[config.mk]
export PLATFORM = sky130hd
export DESIGN_NAME = bfa_bitmap
export DESIGN_NICKNAME = d
export VERILOG_FILES = /design/src/rtl/bfa_pkg.sv /design/src/rtl/bfa_bitmap.sv
export SDC_FILE = /design/constraint.sdc
export NUM_CORES = 2
export LEC_CHECK = 0
export BUFFER_PORTS_ARGS = -buffer_cell sky130_fd_sc_hd__buf_2
export CAP_MARGIN = 20
export CORE_UTILIZATION = 25
export CTS_CLUSTER_DIAMETER = 30
export DETAILED_ROUTE_END_ITERATION = 10
export SETUP_SLACK_MARGIN = 0.5
export SLEW_MARGIN = 5
export SYNTH_ARGS = -nofsm -noshare
export SYNTH_HDL_FRONTEND = slang
export SYNTH_SLANG_ARGS = --single-unit
[constraint.sdc]
create_clock -name i_clk -period 3.5 [get_ports i_clk]
set_input_delay 0.525 -clock i_clk [delete_from_list [all_inputs] [get_ports i_clk]]
set_output_delay 0.525 -clock i_clk [all_outputs]
set_load 0.03 [all_outputs]
[src/rtl/bfa_pkg.sv]
// ---------------------------------------------------------------------------
// bfa_pkg
// Shared types and constants of the first-fit paragraph allocator.
// ---------------------------------------------------------------------------
package bfa_pkg;

    localparam int NUM_PARAGRAPHS = 2048;
    localparam int PARA_W         = $clog2(NUM_PARAGRAPHS);
    localparam int WORD_W         = 32;
    localparam int BIT_W          = $clog2(WORD_W);
    localparam int NUM_WORDS      = NUM_PARAGRAPHS / WORD_W;
    localparam int WADDR_W        = $clog2(NUM_WORDS);
    localparam int CHUNK_W        = 8;
    localparam int CSEL_W         = $clog2(WORD_W / CHUNK_W);
    localparam int CBIT_W         = $clog2(CHUNK_W);
    localparam int TABLE_ENTRIES  = 512;
    localparam int SLOT_W         = $clog2(TABLE_ENTRIES);
    localparam int COUNT_W        = 12;
    localparam int ADDR_W         = 20;
    localparam int SHIFT_W        = 9;   // log2 of 512-byte paragraphs
    localparam int STATUS_W       = 3;

    // Paragraphs 4 to 7 are reserved after reset.
    localparam logic [WORD_W-1:0] RESERVED_WORD = WORD_W'(8'hF0);

    localparam logic [STATUS_W-1:0] ST_OK        = 3'd0;
    localparam logic [STATUS_W-1:0] ST_NO_RUN    = 3'd1;
    localparam logic [STATUS_W-1:0] ST_FULL      = 3'd2;
    localparam logic [STATUS_W-1:0] ST_NOT_FOUND = 3'd3;
    localparam logic [STATUS_W-1:0] ST_ZERO      = 3'd4;

    // One block table entry; a zero length marks an empty slot.
    typedef struct packed {
        logic [PARA_W-1:0]  start;
        logic [COUNT_W-1:0] len;
    } t_entry;

    // Running state of the free-run search.
    typedef struct packed {
        logic               found;
        logic [COUNT_W-1:0] run;
        logic [PARA_W-1:0]  start;
    } t_scan;

    // Byte address of a paragraph, kept to the address width.
    function automatic logic [ADDR_W-1:0] para_addr(input logic [PARA_W-1:0] p);
        return ADDR_W'({p, SHIFT_W'(0)});
    endfunction

endpackage

[src/rtl/bfa_bitmap.sv]
// ---------------------------------------------------------------------------
// bfa_bitmap
// Occupancy bitmap memory, one word of paragraphs per address, registered read.
// ---------------------------------------------------------------------------
module bfa_bitmap (
    input  logic                          i_clk,
    input  logic                          i_we,
    input  logic [bfa_pkg::WADDR_W-1:0]   i_waddr,
    input  logic [bfa_pkg::WORD_W-1:0]    i_wdata,
    input  logic [bfa_pkg::WADDR_W-1:0]   i_raddr,
    output logic [bfa_pkg::WORD_W-1:0]    o_rdata
);
    import bfa_pkg::*;

    logic [WORD_W-1:0] r_mem [NUM_WORDS];
    logic [WORD_W-1:0] r_rdata;

    // Single write port and single registered read port.
    always_ff @(posedge i_clk) begin
        if (i_we) begin
            r_mem[i_waddr] <= i_wdata;
        end
        r_rdata <= r_mem[i_raddr];
    end

    assign o_rdata = r_rdata;

endmodule

==> results_dict.tcl <==
set metrics [dict create \
    status "finished, final reports clean" \
    vdd_ir_drop_max_mv 0.517 \
    chipWidth_um 562 \
    die_h_um 562 \
    postSynthAreaPerCell_um2 23.6 \
    drt-vias-per-instance 4.68 \
    gp_congestion 0.777 \
    synth_top_area_share_pct 78.3 \
    drt_iter0_markers 4575 \
    synth_area_leaders "edfxtp_1 (78%), mux4_2 (16%), mux2i_1 (1.2%)" \
    setup_ws_ps 880 \
    clock_latency_ps 940 \
    grt_max_degree 65 \
    tightestPinTransition_ps 1120 \
    row_count 205 \
    critPathMaxFanout 1 \
    clkSinkCount 2080 \
    ys_seq_area_share_pct 79.1 \
    overflow 0 \
    relSlewSlack_pct 25.1 \
    path_class "reg -> out" \
    synth_edf_count 2048 \
    ys.flop_type "edfxtp_1" \
    gr-usage-all-layers_pct 13.3 \
    tritoncts "done" \
    start_util_pct 25.2 \
    skew_ps 44.5 \
    crit_family "flip-flops" \
    core_area_um2 312000 \
    place_ws_ps -15.5 \
    cp_slowest_cell "dfxtp_1" \
    pwr-share-seq_pct 41.0 \
    grt_pass1_wl_um 301000 \
    rsz0062_at_grt "no" \
    hold_viol 0 \
    fmax_mhz 382 \
    hp-class "in -> reg" \
    worst_ep_required_time_ps 2970 \
    synth_area_um2 78500 \
    syn_inst 3324 \
    finalCriticalPeriod_ps 2620 \
    slowest_delay_ps 840 \
    switching_share_pct 20.7 \
    drtPass1Iterations 6 \
    routed_wl_um 215000 \
    ant_nets 0 \
    drv_cap 0 \
    clockBufferDepth 4 \
    cts_inserted_buffers 386 \
    pwr-share-clk_pct 54.9 \
    yosysTopAreaCell "edfxtp_1" \
    p_sw_w 0.0141 \
    combPwrFrac_pct 4.1 \
    cp-start-kind "flip-flop" \
    async_flop_share_pct 0 \
    io_buffers 77 \
    synth.most_common_cell "edfxtp_1" \
    fill_cells 29072 \
    internal-power_w 0.0538 \
    io_pins 78 \
    slew_violations 0 \
    drive_above_1_share_pct 37.4 \
    synth_seq_cells 2080 \
    hpwl_um 122000 \
    yosys_warnings 0 \
    nets 3925 \
    fin_tns_setup_ps 0 \
    clockRootBuffer "clkbuf_16" \
    synth_common_cells "edfxtp_1 (2,048), mux4_2 (544), nor2_1 (137)" \
    syn2layout_area_growth_pct 27.5 \
    htreeDepth 5 \
    seq_area_um2 62100 \
    drc 0 \
    multiInputGateArea_um2 16000 \
    crit_buf_inv 1 \
    path_clk_slew_ps 40 \
    grt_pass1_vias 40095 \
    p_leak_nw 31.7 \
    wl_per_cell_um 25.8 \
    antenna_found_initial 24 \
    setup_viol 0 \
    dieArea_um2 316000 \
    vias 38992 \
    synthDistinctLibCells 34 \
    endpoint_kind "output pin" \
    p_per_area_nw_per_um2 678 \
    arrival_ps 2100 \
    crit_chain "buf_2" \
    synth_nets 3370 \
    finalCritPeriodShare_pct 74.9 \
]
what timing repair did:
item | CTS | global route
hold buffers | 0 | 9
gates resized for setup | 0 | 0
hold endpoints to repair | 0 | 102
endpoints found under the setup margin | 0 | 0
buffers inserted | 0 | 0
metrics by stage:
stage | instance area (um2) | power [W] | util, % | instances | hold slack (ps)
floorplan | 78500 | 0.0296 | - | 3324 | 624
global placement | 86200 | 0.0310 | 27.6 | 7593 | 748
detailed placement | 86300 | 0.0310 | 27.6 | 7594 | 789
CTS | 99400 | 0.0682 | 31.8 | 8291 | 118
global route | 100000 | 0.0695 | 32.1 | 8335 | 1.79
finish | 100000 | 0.0678 | 32.1 | 8340 | 25.5
cell usage in the layout (no fill, tap or decap), types with 12 or more instances in the layout:
cell        synthesis  routed
inv_6               0      16
clkinvlp_4          0      47
a22oi_1            12      12
dfxtp_1            32      32
edfxtp_1         2048    2048
buf_2              57      73
clkinv_2            0      61
nor2_4              0      62
nand2_1            26      26
o22ai_1            84      84
mux2i_1            93      93
nor2b_1            15      15
o221ai_1           27      27
a21oi_1            62      62
mux4_2            544     544
buf_4              25     173
buf_12              0      90
clkinv_4            0      26
clkbuf_1           74      37
nor2_1            137      75
clkinv_1            0      45
clkbuf_16           0     393
bufinv_16           0      61
diode_2             0      12
per-layer routing:
metal / up-vias / share of wire, % / global-route usage (%)
met1: 21107 / 40 / 17.5
li1: 15588 / - / -
met3: 424 / 8.1 / 2.99
met5: - / 0.029 / 0
met4: 12 / 3.2 / 4.72
met2: 1861 / 48 / 21.7
registers in the layout, indices dropped and copies added, names as in the netlist:
signal,flops
r_mem,2048
o_rdata,32
worst register-to-register path, delay by kind of cell (launching register included):
kind,cells,cell delay [ps]
compound gates,1,860
mux,2,680
simple gates,2,180
flops,1,360
power by group through the flow:
stage               clock network [W]  logic, W  registers, W
detailed placement                  0   0.00272        0.0283
finish                         0.0372   0.00278        0.0278
global placement                    0   0.00267        0.0283
global route                   0.0388   0.00293        0.0278
CTS                            0.0377   0.00272        0.0278
floorplan                           0   0.00134        0.0283
final timing paths:
kind	from	depth (start not counted)	slack, ps	endpoint
hold / removal	i_wdata[31]	1	30	r_mem[46][31]$_DFFE_PP_
setup / recovery	o_rdata[5]$_DFF_P_	1	880	o_rdata[5]
hold reg to reg	r_mem[28][20]$_DFFE_PP_	4	800	o_rdata[20]$_DFF_P_
setup reg to reg	r_mem[4][8]$_DFFE_PP_	5	1280	o_rdata[8]$_DFF_P_
final cells by class:
| class | count | area share, % |
|---|---|---|
| Antenna cell | 12 | 0.0300 |
| Sequential cell | 2080 | 62.1 |
| Timing Repair Buffer | 349 | 3.61 |
| Tap cell | 4140 | 5.17 |
| Multi-Input combinational cell | 1062 | 16.0 |
| Clock buffer | 436 | 10.0 |
| Clock inverter | 261 | 3.10 |
logic make-up (layout without fill, tap and decap cells):
family / count (synthesis) / after routing / share of synthesized area, %
multiplexers: 637 / 637 / 16.8
flip-flops: 2080 / 2080 / 79.1
AO/OA/AOI/OAI: 202 / 202 / 1.67
buffers and inverters: 182 / 1046 / 1.13
AND/OR/NAND/NOR: 223 / 223 / 1.27
other: 0 / 12 / 0
Note: power is estimated with default switching activity, not from simulation.
