`config.mk`:
```
export PLATFORM = sky130hd
export DESIGN_NAME = bfa_run_scan
export DESIGN_NICKNAME = d
export VERILOG_FILES = /design/src/rtl/bfa_pkg.sv /design/src/rtl/bfa_run_scan.sv
export SDC_FILE = /design/constraint.sdc
export NUM_CORES = 1
export LEC_CHECK = 0
export BUFFER_PORTS_ARGS = -buffer_cell sky130_fd_sc_hd__buf_2
export CAP_MARGIN = 20
export CORE_MARGIN = 5
export CORE_UTILIZATION = 35
export DETAILED_ROUTE_END_ITERATION = 16
export PLACE_DENSITY_LB_ADDON = 0.25
export SLEW_MARGIN = 15
export SYNTH_ARGS = -nofsm -noshare
export SYNTH_HDL_FRONTEND = slang
export SYNTH_SLANG_ARGS = --single-unit
```
`constraint.sdc`:
```
create_clock -name vclk -period 17.7
set_clock_uncertainty 0.2 [all_clocks]
set_input_delay 1.77 -clock vclk [all_inputs]
set_output_delay 1.77 -clock vclk [all_outputs]
set_load 0.05 [all_outputs]
```
`src/rtl/bfa_pkg.sv`:
```
// ---------------------------------------------------------------------------
// bfa_pkg
// Shared types and constants of the first-fit paragraph allocator.
// ---------------------------------------------------------------------------
package bfa_pkg;

    localparam int NUM_PARAGRAPHS = 2048;
    localparam int PARA_W         = $clog2(NUM_PARAGRAPHS);
    localparam int WORD_W         = 32;
    localparam int BIT_W          = $clog2(WORD_W);
    localparam int NUM_WORDS      = NUM_PARAGRAPHS / WORD_W;
    localparam int WADDR_W        = $clog2(NUM_WORDS);
    localparam int CHUNK_W        = 8;
    localparam int CSEL_W         = $clog2(WORD_W / CHUNK_W);
    localparam int CBIT_W         = $clog2(CHUNK_W);
    localparam int TABLE_ENTRIES  = 512;
    localparam int SLOT_W         = $clog2(TABLE_ENTRIES);
    localparam int COUNT_W        = 12;
    localparam int ADDR_W         = 20;
    localparam int SHIFT_W        = 9;   // log2 of 512-byte paragraphs
    localparam int STATUS_W       = 3;

    // Paragraphs 4 to 7 are reserved after reset.
    localparam logic [WORD_W-1:0] RESERVED_WORD = WORD_W'(8'hF0);

    localparam logic [STATUS_W-1:0] ST_OK        = 3'd0;
    localparam logic [STATUS_W-1:0] ST_NO_RUN    = 3'd1;
    localparam logic [STATUS_W-1:0] ST_FULL      = 3'd2;
    localparam logic [STATUS_W-1:0] ST_NOT_FOUND = 3'd3;
    localparam logic [STATUS_W-1:0] ST_ZERO      = 3'd4;

    // One block table entry; a zero length marks an empty slot.
    typedef struct packed {
        logic [PARA_W-1:0]  start;
        logic [COUNT_W-1:0] len;
    } t_entry;

    // Running state of the free-run search.
    typedef struct packed {
        logic               found;
        logic [COUNT_W-1:0] run;
        logic [PARA_W-1:0]  start;
    } t_scan;

    // Byte address of a paragraph, kept to the address width.
    function automatic logic [ADDR_W-1:0] para_addr(input logic [PARA_W-1:0] p);
        return ADDR_W'({p, SHIFT_W'(0)});
    endfunction

endpackage

```
`src/rtl/bfa_run_scan.sv`:
```
// ---------------------------------------------------------------------------
// bfa_run_scan
// Search step: advances the free-run counter over one chunk of bits.
// ---------------------------------------------------------------------------
module bfa_run_scan (
    input  logic [bfa_pkg::CHUNK_W-1:0]                 i_bits,
    input  logic [bfa_pkg::PARA_W-bfa_pkg::CBIT_W-1:0]  i_base,
    input  logic [bfa_pkg::COUNT_W-1:0]                 i_count,
    input  bfa_pkg::t_scan                              i_scan,
    output bfa_pkg::t_scan                              o_scan
);
    import bfa_pkg::*;

    // Walk the chunk paragraph by paragraph, stopping at the first fit.
    always_comb begin
        t_scan s;
        s = i_scan;
        for (int j = 0; j < CHUNK_W; j++) begin
            if (!s.found) begin
                if (i_bits[j]) begin
                    s.run = '0;
                end else begin
                    if (s.run == '0) begin
                        s.start = {i_base, CBIT_W'(j)};
                    end
                    s.run = s.run + 1'b1;
                    if (s.run == i_count) begin
                        s.found = 1'b1;
                    end
                end
            end
        end
        o_scan = s;
    end

endmodule

```
==> qor.log <==
qor: yosys.post_synth_instance_area 8980 µm²
qor: final_layout.final-seq-area 0 µm²
qor: floorplan.die-height 170 µm
qor: sta.grt_setup_unrepaired no
qor: cts.cts_post_setup_buffers_inserted 0
qor: yosys.yosysWarnings 0
qor: yosys.syn_inst 1,310
qor: routing.drt_first_pass_iters 5
qor: flow_run.max_cap_violations 0
qor: sta.max_slew.worst_pin.slew 1.04 ns
qor: final_layout.drive_above_1_share 15.7%
qor: placement.weighted_congestion_reported_at_the_end_of_routability_driven_placement 0.973
qor: power_and_ir_drop.power.static_leakage 3.23 nW
qor: routing.routed_wl 38.4 mm
qor: sta.hold_viol_final 0
qor: routing.drt_first_iter_violations 1,226
qor: grt.grt_max_degree 39
qor: worst_setup_path.cp_data_arrival_time 14.21 ns
qor: final_layout.layout_commonest_cell nor2_1
qor: routing.vias_per_cell 6.83
qor: sta.setup_violations 0
qor: power_and_ir_drop.power_density 35.1 nW/µm²
qor: placement.numPlacedInstances 1,633
qor: final_layout.diodes 0
qor: routing.wire_per_inst 23.5 µm
qor: power_and_ir_drop.pwr-share-clk 0%
qor: sta.maxSlewHeadroom 30.3%
qor: cts.cts-hold-fix-buffers 0
qor: sta.totalNegativeSetupSlack 0 ns
qor: final_layout.most-common-layout-cells 96 x nor2_1, 94 x nand2_1, 87 x xnor2_1, 77 x nor3_1, 76 x buf_2
qor: worst_setup_path.cp_slowest_stage_delay 0.72 ns
qor: floorplan.start_util 35.5%
qor: worst_hold_path.min-delay-start i_scan[2]
qor: worst_hold_path.worstHoldPathType in -> out
qor: power_and_ir_drop.seqPwrFrac 0%
qor: cts.post_cts_resized 0
qor: floorplan.design.die.area 28,900 µm²
qor: yosys.postSynthNetCount 1,378
qor: yosys.post_synth.cell_area_avg 6.85 µm²
qor: final_layout.synthToLayoutAreaGrowth 4.88%
qor: worst_setup_path.critical_path.slowest_cell nand2b_1
qor: worst_hold_path.timing.hold.worst_endpoint o_scan[2]
qor: power_and_ir_drop.p_int 0.000109 W
qor: worst_setup_path.worstSetupEndpointType primary output
qor: power_and_ir_drop.power.combinational.fraction 100.0%
qor: grt.vias_in_the_first_global_route 10,009
qor: grt.initial_antenna_violation_count 0
qor: placement.port_buffers 76
qor: grt.grt_first_pass_wirelength 58.5 mm
qor: power_and_ir_drop.p_sw_share 67.1%
qor: floorplan.die-width 170 µm
qor: placement.hpwlAfterDp 29.3 mm
qor: worst_setup_path.critPathRequiredTime 15.73 ns
qor: floorplan.fp-row-count 58
qor: yosys.seq_total_area_yosys 0%
qor: sta.clock.fmax 61.8 MHz
qor: grt.grt.overflow.total 0
qor: routing.drc 0
qor: yosys.ys_types 128
qor: power_and_ir_drop.power.switching 0.000222 W
qor: worst_hold_path.hold_path_depth 4
qor: status.status finished clean
qor: sta.finalMaxSlewViolations 0
qor: worst_setup_path.crit_path_max_fanout 22
qor: worst_setup_path.timing.setup.critical_path_class in -> out
qor: power_and_ir_drop.vdd.ir_drop.worst 24.4 µV
qor: worst_setup_path.start_kind input port
qor: final_layout.post_layout_net_count 1,374
qor: routing.antenna_violating_nets_post_route 0
qor: final_layout.clkbuf_count 0
qor: grt.global_route.usage.total 24.9%
qor: routing.via_count 11,158
qor: final_layout.non_filler_instance_count_after_layout 1,634
qor: floorplan.core_area 25,300 µm²
qor: sta.post-route-min-period 16.18 ns
qor: final_layout.sequential_cell_total 0
qor: worst_setup_path.timing.critical_path.mode_cell inv_1
qor: floorplan.ioPinCount 76
qor: sta.layout_worst_path_cycle_share 91.4%
-- cell families after synthesis --
| family | count (synthesis) | share of synthesized area [%] |
|---|---|---|
| XOR/XNOR | 104 | 10.5 |
| AND/OR/NAND/NOR | 603 | 39.6 |
| AO/OA/AOI/OAI | 408 | 35.7 |
| buffers and inverters | 141 | 7.08 |
| multiplexers | 38 | 4.99 |
| adder cells (fa/ha/maj) | 16 | 2.23 |
-- per-stage QoR --
step                      cell area, µm²  total power, W  utilization, %  hold WS [ns]  setup slack, ns
final                               9410        0.000331            37.3          3.76             1.52
after global routing                9410        0.000353            37.3          3.79            0.570
after CTS                           9410        0.000323            37.3          3.76             1.72
after detailed placement            9410        0.000322            37.3          3.76             1.76
after global placement              9410        0.000322            37.3          3.76             1.96
after floorplan                     8980        0.000242               -          3.56             3.45
-- layout make-up --
cell class	count	area, µm²
Fill cell	2732	15800
Inverter	45	169
Multi-Input combinational cell	1169	8350
Timing Repair Buffer	90	483
Tap cell	330	413
-- synth_stat cells (9+ instances only) --
master | number | area [µm²]
a211oi_1 | 20 | 150
a21o_1 | 14 | 105
a21oi_1 | 60 | 300
a22oi_1 | 10 | 75.1
a311o_1 | 9 | 90.1
a31oi_1 | 22 | 138
and2_1 | 19 | 119
and3_1 | 28 | 175
and4_1 | 14 | 123
buf_2 | 34 | 170
clkbuf_1 | 47 | 176
ha_1 | 16 | 200
inv_1 | 38 | 143
mux2_4 | 9 | 135
mux2i_1 | 20 | 200
nand2_1 | 94 | 353
nand2b_1 | 10 | 62.6
nand3_1 | 62 | 310
nand4_1 | 33 | 206
nor2_1 | 96 | 360
nor3_1 | 77 | 385
nor4_1 | 36 | 225
nor4b_1 | 9 | 78.8
o2111ai_1 | 9 | 78.8
o211ai_1 | 17 | 128
o21a_1 | 12 | 90.1
o21ai_0 | 50 | 250
o21ai_1 | 10 | 50.1
o22ai_1 | 16 | 100
o311a_1 | 9 | 90.1
o31ai_1 | 11 | 82.6
or3_1 | 23 | 144
or4_1 | 15 | 113
xnor2_1 | 87 | 762
xor2_1 | 15 | 131
-- worst max-delay path by stage --
| stage | endpoint | depth (start not counted) | slack [ns] | startpoint |
|---|---|---|---|---|
| 2_1_floorplan | o_scan[12] | 45 | 3.45 | i_scan[11] |
| 3_3_place_gp | o_scan[23] | 44 | 1.96 | i_scan[11] |
| 3_5_place_dp | o_scan[23] | 40 | 1.76 | i_scan[11] |
| 4_1_cts | o_scan[23] | 40 | 1.72 | i_scan[11] |
| 5_1_grt | o_scan[23] | 39 | 0.57 | i_scan[11] |
| 6_report | o_scan[23] | 39 | 1.52 | i_scan[11] |
-- power groups by stage --
stage,Combinational (W),Sequential [W],Clock [W]
after floorplan,0.000242,0,0
after global placement,0.000322,0,0
after detailed placement,0.000322,0,0
after CTS,0.000323,0,0
after global routing,0.000353,0,0
final,0.000331,0,0
-- worst max-delay path: cells and delay by family --
kind | cells | cell delay (ns)
AND/OR/NAND/NOR | 16 | 6.42
AO/OA/AOI/OAI | 11 | 3.47
adder cells (fa/ha/maj) | 3 | 0.86
XOR/XNOR | 3 | 0.85
buffers and inverters | 6 | 0.78
-- per-layer routing --
layer	global-route usage, %	share of wire [%]
met5	0	0
met4	8.72	4.4
met3	2.72	9.0
met2	38.5	43
met1	35.7	43
Note: power is estimated with default switching activity, not from simulation.
